===== src/rtl/barth_jespersen_gradient_limiter_core_assert.svh =====
// Assertion macros used by the limiter core RTL
`ifndef BARTH_JESPERSEN_GRADIENT_LIMITER_CORE_ASSERT_SVH
`define BARTH_JESPERSEN_GRADIENT_LIMITER_CORE_ASSERT_SVH

// same-cycle implication, disabled in reset
`define BJL_ASSERT_IMP(label, clk, rstn, ante, cons) \
    label: assert property (@(posedge clk) disable iff (!(rstn)) (ante) |-> (cons)) \
        else $error("limiter assertion failed");

// next-cycle implication, disabled in reset
`define BJL_ASSERT_NXT(label, clk, rstn, ante, cons) \
    label: assert property (@(posedge clk) disable iff (!(rstn)) (ante) |=> (cons)) \
        else $error("limiter assertion failed");

`endif


===== src/rtl/bjl_pkg.sv =====
package bjl_pkg;

    localparam int FACES     = 6;
    localparam int FRAC_BITS = 16;
    localparam int PHI_BITS  = 16;
    localparam int DATA_W    = 32;

    localparam int FACE_AW   = (FACES > 1) ? $clog2(FACES) : 1;
    localparam int FACE_CW   = $clog2(FACES + 1);
    localparam int ACC_W     = 2 * DATA_W + 1;
    localparam int PROD_W    = 2 * DATA_W;
    localparam int PHI_W     = PHI_BITS + 1;
    localparam int ROOM_W    = DATA_W + 1;
    localparam int QCNT_W    = $clog2(PHI_BITS + 1);

    localparam int S_TDATA_W = 8 * DATA_W;
    localparam int M_USED_W  = PHI_W + 3 * DATA_W;
    localparam int M_TDATA_W = ((M_USED_W + 7) / 8) * 8;

    localparam logic [PHI_W-1:0] PHI_ONE = {1'b1, {PHI_BITS{1'b0}}};

    typedef struct packed {
        logic              start;
        logic [ROOM_W-1:0] room;
        logic [DATA_W-1:0] step;
    } div_req_t;

    typedef struct packed {
        logic             busy;
        logic             done;
        logic [PHI_W-1:0] quot;
    } div_rsp_t;

endpackage


===== src/rtl/barth_jespersen_gradient_limiter_core.sv =====
// Sequence: a face item without tlast passes S_PROJ and S_STORE; s_tready is high again after that.
// A tlast item then scans every stored face and gives its result after S_OUTW and S_SCALE;
// each face needs a read of the delta memory and, for a nonzero delta with room left, the serial divider.
// Throughput: one item at a time; a waiting result stalls input only once the next tlast item
// has its factor ready.
// Reset: synchronous active-low aresetn clears the sequencer, face count and output valid.
`include "barth_jespersen_gradient_limiter_core_assert.svh"

module barth_jespersen_gradient_limiter_core (
    input  logic                            aclk,
    input  logic                            aresetn,
    input  logic                            s_tvalid,
    output logic                            s_tready,
    // own_value, grad_x, grad_y, grad_z, offset_x, offset_y, offset_z, neighbor_value
    input  logic [bjl_pkg::S_TDATA_W-1:0]   s_tdata,
    // neighbor_valid
    input  logic [0:0]                      s_tuser,
    input  logic                            s_tlast,
    output logic                            m_tvalid,
    input  logic                            m_tready,
    // limiter, limited_grad_x, limited_grad_y, limited_grad_z, zero fill
    output logic [bjl_pkg::M_TDATA_W-1:0]   m_tdata
);

    localparam int DW = bjl_pkg::DATA_W;

    localparam logic [2:0] S_IDLE  = 3'd0;
    localparam logic [2:0] S_PROJ  = 3'd1;
    localparam logic [2:0] S_STORE = 3'd2;
    localparam logic [2:0] S_READ  = 3'd3;
    localparam logic [2:0] S_EVAL  = 3'd4;
    localparam logic [2:0] S_DIV   = 3'd5;
    localparam logic [2:0] S_OUTW  = 3'd6;
    localparam logic [2:0] S_SCALE = 3'd7;

    logic [2:0]                  state_reg, state_next;
    logic [bjl_pkg::FACE_CW-1:0] count_reg, count_next;
    logic [bjl_pkg::FACE_CW-1:0] idx_reg,   idx_next;
    logic [bjl_pkg::FACE_CW-1:0] idx_inc;
    logic [1:0]                  mcnt_reg,  mcnt_next;
    logic [bjl_pkg::PHI_W-1:0]   phi_reg,   phi_next;
    logic                        m_tvalid_reg, m_tvalid_next;

    logic signed [DW-1:0] cell_reg, gx_reg, gy_reg, gz_reg, ox_reg, oy_reg, oz_reg;
    logic signed [DW-1:0] low_reg, high_reg;
    logic                 last_reg;
    logic signed [bjl_pkg::ACC_W-1:0]  acc_reg;
    logic signed [bjl_pkg::PROD_W-1:0] prod_reg;
    logic [bjl_pkg::PHI_W-1:0] lim_reg;
    logic signed [DW-1:0] lgx_reg, lgy_reg, lgz_reg;

    logic                 s_accept;
    logic signed [DW-1:0] s_cell, s_gx, s_gy, s_gz, s_ox, s_oy, s_oz, s_nb;
    logic signed [DW-1:0] base_lo, base_hi, lo_new, hi_new;
    logic signed [DW-1:0] mul_a, mul_b;
    logic signed [DW-1:0] delta_sat;
    logic signed [DW-1:0] delta;
    logic [bjl_pkg::ACC_W-bjl_pkg::FRAC_BITS-DW:0] acc_top;
    logic                 ram_we;
    logic                 face_done;
    bjl_pkg::div_req_t    div_req;
    bjl_pkg::div_rsp_t    div_rsp;

    assign s_accept = s_tvalid && s_tready;
    assign s_tready = (state_reg == S_IDLE);

    assign s_cell = s_tdata[1*DW-1:0*DW];
    assign s_gx   = s_tdata[2*DW-1:1*DW];
    assign s_gy   = s_tdata[3*DW-1:2*DW];
    assign s_gz   = s_tdata[4*DW-1:3*DW];
    assign s_ox   = s_tdata[5*DW-1:4*DW];
    assign s_oy   = s_tdata[6*DW-1:5*DW];
    assign s_oz   = s_tdata[7*DW-1:6*DW];
    assign s_nb   = s_tdata[8*DW-1:7*DW];

    assign base_lo = (count_reg == '0) ? s_cell : low_reg;
    assign base_hi = (count_reg == '0) ? s_cell : high_reg;
    assign lo_new  = (s_tuser[0] && (s_nb < base_lo)) ? s_nb : base_lo;
    assign hi_new  = (s_tuser[0] && (s_nb > base_hi)) ? s_nb : base_hi;

    always_comb begin
        case (mcnt_reg)
            2'd0:    mul_a = gx_reg;
            2'd1:    mul_a = gy_reg;
            default: mul_a = gz_reg;
        endcase
        if (state_reg == S_SCALE) begin
            mul_b = DW'(phi_reg);
        end else begin
            case (mcnt_reg)
                2'd0:    mul_b = ox_reg;
                2'd1:    mul_b = oy_reg;
                default: mul_b = oz_reg;
            endcase
        end
    end

    // saturate floor(sum / 2^FRAC_BITS) to the data range
    assign acc_top = acc_reg[bjl_pkg::ACC_W-1:bjl_pkg::FRAC_BITS+DW-1];
    always_comb begin
        if ((acc_top == '0) || (acc_top == '1)) begin
            delta_sat = acc_reg[bjl_pkg::FRAC_BITS+DW-1:bjl_pkg::FRAC_BITS];
        end else if (acc_reg[bjl_pkg::ACC_W-1]) begin
            delta_sat = {1'b1, {(DW-1){1'b0}}};
        end else begin
            delta_sat = {1'b0, {(DW-1){1'b1}}};
        end
    end

    bjl_ram #(
        .WIDTH(DW),
        .DEPTH(bjl_pkg::FACES)
    ) u_delta_ram (
        .aclk  (aclk),
        .we    (ram_we),
        .waddr (count_reg[bjl_pkg::FACE_AW-1:0]),
        .wdata (delta_sat),
        .raddr (idx_reg[bjl_pkg::FACE_AW-1:0]),
        .rdata (delta)
    );

    bjl_ratio_div u_div (
        .aclk    (aclk),
        .aresetn (aresetn),
        .req     (div_req),
        .rsp     (div_rsp)
    );

    assign idx_inc = idx_reg + bjl_pkg::FACE_CW'(1);

    always_comb begin
        state_next    = state_reg;
        count_next    = count_reg;
        idx_next      = idx_reg;
        mcnt_next     = mcnt_reg;
        phi_next      = phi_reg;
        m_tvalid_next = m_tvalid_reg;
        ram_we        = 1'b0;
        face_done     = 1'b0;
        div_req       = '0;
        if (m_tvalid_reg && m_tready) begin
            m_tvalid_next = 1'b0;
        end
        case (state_reg)
            S_IDLE: begin
                if (s_accept) begin
                    state_next = S_PROJ;
                    mcnt_next  = 2'd0;
                end
            end
            S_PROJ: begin
                mcnt_next = mcnt_reg + 2'd1;
                if (mcnt_reg == 2'd3) begin
                    state_next = S_STORE;
                end
            end
            S_STORE: begin
                if (count_reg < bjl_pkg::FACE_CW'(bjl_pkg::FACES)) begin
                    ram_we     = 1'b1;
                    count_next = count_reg + bjl_pkg::FACE_CW'(1);
                end
                if (last_reg) begin
                    state_next = S_READ;
                    idx_next   = '0;
                    phi_next   = bjl_pkg::PHI_ONE;
                end else begin
                    state_next = S_IDLE;
                end
            end
            S_READ: begin
                state_next = S_EVAL;
            end
            S_EVAL: begin
                if (delta > 0) begin
                    if (high_reg > cell_reg) begin
                        div_req.start = 1'b1;
                        div_req.room  = bjl_pkg::ROOM_W'({high_reg[DW-1], high_reg}
                                        - {cell_reg[DW-1], cell_reg});
                        div_req.step  = delta;
                        state_next    = S_DIV;
                    end else begin
                        phi_next  = '0;
                        face_done = 1'b1;
                    end
                end else if (delta < 0) begin
                    if (low_reg < cell_reg) begin
                        div_req.start = 1'b1;
                        div_req.room  = bjl_pkg::ROOM_W'({cell_reg[DW-1], cell_reg}
                                        - {low_reg[DW-1], low_reg});
                        div_req.step  = DW'(-{delta[DW-1], delta});
                        state_next    = S_DIV;
                    end else begin
                        phi_next  = '0;
                        face_done = 1'b1;
                    end
                end else begin
                    face_done = 1'b1;
                end
            end
            S_DIV: begin
                if (div_rsp.done) begin
                    if (div_rsp.quot < phi_reg) begin
                        phi_next = div_rsp.quot;
                    end
                    face_done = 1'b1;
                end
            end
            S_OUTW: begin
                if (!m_tvalid_reg) begin
                    state_next = S_SCALE;
                    mcnt_next  = 2'd0;
                end
            end
            S_SCALE: begin
                mcnt_next = mcnt_reg + 2'd1;
                if (mcnt_reg == 2'd3) begin
                    m_tvalid_next = 1'b1;
                    state_next    = S_IDLE;
                end
            end
            default: begin
                state_next = S_IDLE;
            end
        endcase
        if (face_done) begin
            if (idx_inc == count_reg) begin
                state_next = S_OUTW;
                count_next = '0;
            end else begin
                idx_next   = idx_inc;
                state_next = S_READ;
            end
        end
    end

    always_ff @(posedge aclk) begin
        if (!aresetn) begin
            state_reg    <= S_IDLE;
            count_reg    <= '0;
            idx_reg      <= '0;
            mcnt_reg     <= '0;
            phi_reg      <= '0;
            m_tvalid_reg <= 1'b0;
        end else begin
            state_reg    <= state_next;
            count_reg    <= count_next;
            idx_reg      <= idx_next;
            mcnt_reg     <= mcnt_next;
            phi_reg      <= phi_next;
            m_tvalid_reg <= m_tvalid_next;
        end
    end

    always_ff @(posedge aclk) begin
        prod_reg <= mul_a * mul_b;
        if (s_accept) begin
            cell_reg <= s_cell;
            gx_reg   <= s_gx;
            gy_reg   <= s_gy;
            gz_reg   <= s_gz;
            ox_reg   <= s_ox;
            oy_reg   <= s_oy;
            oz_reg   <= s_oz;
            last_reg <= s_tlast;
            low_reg  <= lo_new;
            high_reg <= hi_new;
            acc_reg  <= '0;
        end else if ((state_reg == S_PROJ) && (mcnt_reg != 2'd0)) begin
            acc_reg <= acc_reg + {prod_reg[bjl_pkg::PROD_W-1], prod_reg};
        end
        if (state_reg == S_SCALE) begin
            lim_reg <= phi_reg;
            case (mcnt_reg)
                2'd1:    lgx_reg <= prod_reg[bjl_pkg::PHI_BITS+DW-1:bjl_pkg::PHI_BITS];
                2'd2:    lgy_reg <= prod_reg[bjl_pkg::PHI_BITS+DW-1:bjl_pkg::PHI_BITS];
                2'd3:    lgz_reg <= prod_reg[bjl_pkg::PHI_BITS+DW-1:bjl_pkg::PHI_BITS];
                default: lgx_reg <= lgx_reg;
            endcase
        end
    end

    assign m_tvalid = m_tvalid_reg;
    assign m_tdata  = {{(bjl_pkg::M_TDATA_W-bjl_pkg::M_USED_W){1'b0}},
                       lgz_reg, lgy_reg, lgx_reg, lim_reg};

    `BJL_ASSERT_IMP(a_phi_range, aclk, aresetn, 1'b1, phi_reg <= bjl_pkg::PHI_ONE)
    `BJL_ASSERT_IMP(a_count_range, aclk, aresetn, 1'b1,
        count_reg <= bjl_pkg::FACE_CW'(bjl_pkg::FACES))
    `BJL_ASSERT_IMP(a_div_alive, aclk, aresetn, state_reg == S_DIV,
        div_rsp.busy || div_rsp.done)
    `BJL_ASSERT_NXT(a_accept_proj, aclk, aresetn, s_accept, state_reg == S_PROJ)
    `BJL_ASSERT_IMP(a_scan_bound, aclk, aresetn,
        (state_reg == S_READ) || (state_reg == S_EVAL), idx_reg < count_reg)

endmodule


===== src/rtl/bjl_ram.sv =====
module bjl_ram #(
    parameter int WIDTH = 32,
    parameter int DEPTH = 8
) (
    input  logic                                      aclk,
    input  logic                                      we,
    input  logic [((DEPTH > 1) ? $clog2(DEPTH) : 1)-1:0] waddr,
    input  logic [WIDTH-1:0]                          wdata,
    input  logic [((DEPTH > 1) ? $clog2(DEPTH) : 1)-1:0] raddr,
    output logic [WIDTH-1:0]                          rdata
);

    logic [WIDTH-1:0] mem_reg [DEPTH];
    logic [WIDTH-1:0] rdata_reg;

    always_ff @(posedge aclk) begin
        if (we) begin
            mem_reg[waddr] <= wdata;
        end
        rdata_reg <= mem_reg[raddr];
    end

    assign rdata = rdata_reg;

endmodule


===== src/rtl/bjl_ratio_div.sv =====
module bjl_ratio_div (
    input  logic              aclk,
    input  logic              aresetn,
    input  bjl_pkg::div_req_t req,
    output bjl_pkg::div_rsp_t rsp
);

    logic [bjl_pkg::ROOM_W-1:0] rem_reg,  rem_next;
    logic [bjl_pkg::DATA_W-1:0] step_reg, step_next;
    logic [bjl_pkg::PHI_W-1:0]  quot_reg, quot_next;
    logic [bjl_pkg::QCNT_W-1:0] cnt_reg,  cnt_next;
    logic                       busy_reg, busy_next;
    logic                       done_reg, done_next;
    logic [bjl_pkg::ROOM_W-1:0] trial;
    logic                       fits;

    assign trial = {rem_reg[bjl_pkg::ROOM_W-2:0], 1'b0};
    assign fits  = trial >= {1'b0, step_reg};

    always_comb begin
        rem_next  = rem_reg;
        step_next = step_reg;
        quot_next = quot_reg;
        cnt_next  = cnt_reg;
        busy_next = busy_reg;
        done_next = 1'b0;
        if (req.start) begin
            step_next = req.step;
            if (req.room >= {1'b0, req.step}) begin
                quot_next = bjl_pkg::PHI_ONE;
                done_next = 1'b1;
            end else begin
                rem_next  = req.room;
                quot_next = '0;
                cnt_next  = bjl_pkg::QCNT_W'(bjl_pkg::PHI_BITS);
                busy_next = 1'b1;
            end
        end else if (busy_reg) begin
            rem_next  = fits ? (trial - {1'b0, step_reg}) : trial;
            quot_next = {quot_reg[bjl_pkg::PHI_W-2:0], fits};
            cnt_next  = cnt_reg - bjl_pkg::QCNT_W'(1);
            if (cnt_reg == bjl_pkg::QCNT_W'(1)) begin
                busy_next = 1'b0;
                done_next = 1'b1;
            end
        end
    end

    always_ff @(posedge aclk) begin
        if (!aresetn) begin
            cnt_reg  <= '0;
            busy_reg <= 1'b0;
            done_reg <= 1'b0;
        end else begin
            cnt_reg  <= cnt_next;
            busy_reg <= busy_next;
            done_reg <= done_next;
        end
    end

    always_ff @(posedge aclk) begin
        rem_reg  <= rem_next;
        step_reg <= step_next;
        quot_reg <= quot_next;
    end

    assign rsp.busy = busy_reg;
    assign rsp.done = done_reg;
    assign rsp.quot = quot_reg;

endmodule

===== config.mk =====
export PLATFORM = sky130hd
export DESIGN_NAME = barth_jespersen_gradient_limiter_core
export DESIGN_NICKNAME = d
export VERILOG_FILES = /design/src/rtl/bjl_pkg.sv /design/src/rtl/barth_jespersen_gradient_limiter_core.sv /design/src/rtl/bjl_ram.sv /design/src/rtl/bjl_ratio_div.sv
export VERILOG_INCLUDE_DIRS = /design/src /design/src/rtl
export SDC_FILE = /design/constraint.sdc
export NUM_CORES = 2
export LEC_CHECK = 0
export BUFFER_PORTS_ARGS = -buffer_cell sky130_fd_sc_hd__buf_2
export CAP_MARGIN = 20
export CORE_ASPECT_RATIO = 1.5
export CORE_MARGIN = 10
export CORE_UTILIZATION = 55
export CTS_CLUSTER_SIZE = 24
export DETAILED_ROUTE_END_ITERATION = 12
export PLACE_DENSITY = 0.73
export SLEW_MARGIN = 30
export SYNTH_ARGS = -nofsm -noshare
export SYNTH_HDL_FRONTEND = slang
export SYNTH_SLANG_ARGS = --single-unit

===== constraint.sdc =====
create_clock -name aclk -period 14.92 [get_ports aclk]
set_input_delay 2.984 -clock aclk [delete_from_list [all_inputs] [get_ports aclk]]
set_output_delay 2.984 -clock aclk [all_outputs]
set_load 0.01 [all_outputs]

==> results by group <==
CTS
  – Post-cts sizing count: 0
  – Skew-Pair Late Insertion Delay: around 0.73 ns
  – CTS tree: built
  – Max H-tree Level: 3
  – Post-CTS setup buffer count: 0
  – Clock transition at path regs: 0.06 ns
  – CTS Buffer Depth: 3
  – CTS Buf Count: 90
  – Clock Sinks: 872
  – Root Buffer Master: clkbuf_16
  – Cts hold-fix bufs: 0

Layout
  – Area delta synth->final: 9.17%
  – Post-route cell area: 0.0866 sq mm
  – Total Nets Final: around 9,900
  – FILL cells: around 12,000
  – Ratio of cells with drive above 1 in the final layout: 0.0960
  – Most frequent cells in the layout: 1,187 x inv_1, 1,086 x fa_1, 818 x nand2_1
  – Commonest non-fill, non-tap cell in the layout: inv_1
  – Largest register FFs: 192

Floorplanning
  – Area of the core: 0.143 sq mm
  – Die Ht: 485 um
  – Die area: 0.160 sq mm
  – Die span in x: 330 um
  – FP Rows: 170
  – Starting Density: 0.554
  – I/O Pins: approximately 380

STA
  – Fin crit share: 0.753
  – Total negative slack: 0 ns
  – Min Clock Period, post-route: 11.23 ns
  – Slew @ Worst Pin: roughly 1.1 ns
  – Setup violators final: 0
  – Final WS setup: between 3 and 4 ns
  – Slew margin rel.: 0.241
  – Max Clock Skew: 0.0669 ns
  – Final Max Tran Viols: 0
  – Achievable clock frequency: 0.0891 GHz
  – Final Hold Fails: 0
  – RSZ-0062 raised after global routing: no

Placed design
  – Routability congestion estimate: about 1
  – Hpwl dp: about 200,000 um
  – Pre-CTS setup slack: 3.94 ns
  – Placed Area: 0.0834 sq mm
  – IO Port Bufs: 376

Setup path
  – CP endpoint: prod_reg[46]$_DFF_P_
  – Reg2Reg Setup Slack: 3.69 ns
  – Arr. time, crit path: 11.84 ns
  – Setup crit end kind: flip-flop
  – Worst endpoint required time: between 15 and 20 ns
  – Crit Path Max Fanout: 75
  – FF-to-FF Start: mcnt_reg[0]$_SDFFE_PN0P_
  – Reg-to-Reg End: prod_reg[46]$_DFF_P_
  – Critical Path Source Type: flip-flop
  – Crit Path Category: reg -> reg
  – R2R cell count: 27
  – CP startpoint: mcnt_reg[0]$_SDFFE_PN0P_

Routing
  – Vias per cell: around 6
  – TritonRoute pass-1 iters: 6
  – DR vias: 60,900
  – Routed len/inst: 25.7 um
  – Final WL: roughly 260,000 um
  – 1st-iter DRT viols: 5,109
  – Final ANT Viol Nets: 0
  – DR DRC count: 0

Global route
  – GR Util All Layers: 0.320
  – Global-route wire length before repair: around 380,000 um
  – Pin count of the biggest net entering global routing: 178
  – GRT met2 Usage: 0.550
  – Vias in the first global route: about 65,000
  – Met3 usage: 0.0645
  – Initial antenna violation count: 27
  – Met1 Usage GRT: 0.326
  – Gr ovfl total: 0
  – Layer with the highest usage: met2

Logic synthesis
  – Synthesized area: ~0.079 sq mm
  – Seq/Total Area, Yosys: 0.305
  – Post-synth cell types: 100
  – Synthesized flop and latch total: just under 900
  – Synthesis Warnings: 0
  – Synth async-reset ratio: 0
  – Syn Area/Cell: 10.1 sq um
  – Post-synth EDFFs: 675
  – Top_reg_cell synth: edfxtp_1
  – Mapped Cells: 7,831

Worst hold path
  – Worst hold path class: reg -> reg

Status
  – Status: completed

Run
  – Max cap viols: 0
==> Yosys cell counts, drive strengths merged (23+ instances only) <==
master,count,area [sq um]
inv,1191,4470
fa,1086,21700
nand2,822,3090
nor2,771,2900
edfxtp,675,20300
a21oi,484,2430
ha,465,5820
clkbuf,297,1120
o21ai,247,1250
dfxtp,197,3940
a21o,174,1310
xnor2,137,1200
mux2i,130,1300
and2,124,776
nand3,85,425
nor3,65,342
buf,63,315
nand4,60,375
nand2b,59,369
xor2,57,499
a22oi,52,395
nor2b,43,269
o21bai,43,323
o21a,42,315
a22o,36,315
a31oi,36,225
a211oi,33,258
mux4,32,721
or3,31,209
o31ai,29,228
o22ai,28,175
o2111ai,23,201
==> worst max-delay path, stage by stage (launching register included) <==
cell and delay (ns):
dfxtp_1 0.41, inv_1 0.14, ha_4 0.29, nor2_4 0.71, buf_4 0.81, a21o_1 0.93
nand2_1 0.18, fa_1 0.55, fa_1 0.52, fa_1 0.51, fa_1 0.51, inv_1 0.05
fa_1 0.57, fa_1 0.45, fa_1 0.57, fa_1 0.45, ha_1 0.47, nand2_1 0.13
nor3_1 0.28, o21ai_0 0.14, a221oi_1 0.71, o21a_1 0.26, nor2_1 0.07, o21bai_1 0.32
a21boi_0 0.23, o21ai_0 0.44, a31oi_1 0.17, xnor2_1 0.14
==> routing by layer <==
metal	vias up	part of all wire
met5	-	0.00012
met4	4	0.11
met3	1234	0.080
met2	3048	0.50
met1	30300	0.31
li1	26300	-
==> kinds of logic (layout without fill, tap and decap cells) <==
| logic type | after synthesis | after routing | share of synthesized area |
|---|---|---|---|
| compound gates | 1354 | 1354 | 0.108 |
| xor+xnor | 194 | 194 | 0.0214 |
| fa+ha+maj | 1551 | 1551 | 0.347 |
| buf+inv | 1552 | 1860 | 0.0744 |
| flops | 872 | 872 | 0.305 |
| mux | 164 | 164 | 0.0258 |
| other cells | 1 | 29 | 0.0000473 |
| simple gates | 2143 | 2143 | 0.118 |
==> through the flow <==
stage           util  std cells  hold slack [ns]
2_1_floorplan      -       7837            0.424
3_3_place_gp   0.582       9865            0.442
3_5_place_dp   0.582       9866            0.436
4_1_cts        0.604      10000            0.451
5_1_grt        0.605      10000            0.473
6_report       0.605      10100            0.449
==> worst min-delay path by stage <==
stage                                  from              endpoint  slack (ns)  cells past startpoint
floorplan           phi_reg[2]$_SDFFE_PN0P_  lim_reg[2]$_DFFE_PP_        0.42                      0
global placement    phi_reg[4]$_SDFFE_PN0P_  lim_reg[4]$_DFFE_PP_        0.44                      0
detailed placement  phi_reg[4]$_SDFFE_PN0P_  lim_reg[4]$_DFFE_PP_        0.44                      0
CTS                 phi_reg[4]$_SDFFE_PN0P_  lim_reg[4]$_DFFE_PP_        0.45                      0
global route        phi_reg[4]$_SDFFE_PN0P_  lim_reg[4]$_DFFE_PP_        0.47                      0
finish              phi_reg[4]$_SDFFE_PN0P_  lim_reg[4]$_DFFE_PP_        0.45                      0
==> area by class of cell <==
type	count	area, sq um	share of cell area
tap	1892	2370	0.0273
sequential	872	24200	0.280
clock inverter	52	602	0.00695
inverter	1192	4480	0.0517
antenna	22	55.1	0.000636
multi-input combinational	5413	49500	0.572
clock buffer	117	2540	0.0294
timing repair buffer	499	2840	0.0328
Power is not shown: default switching activity piles up to over one toggle a cycle in this logic, so the estimate is an artifact.
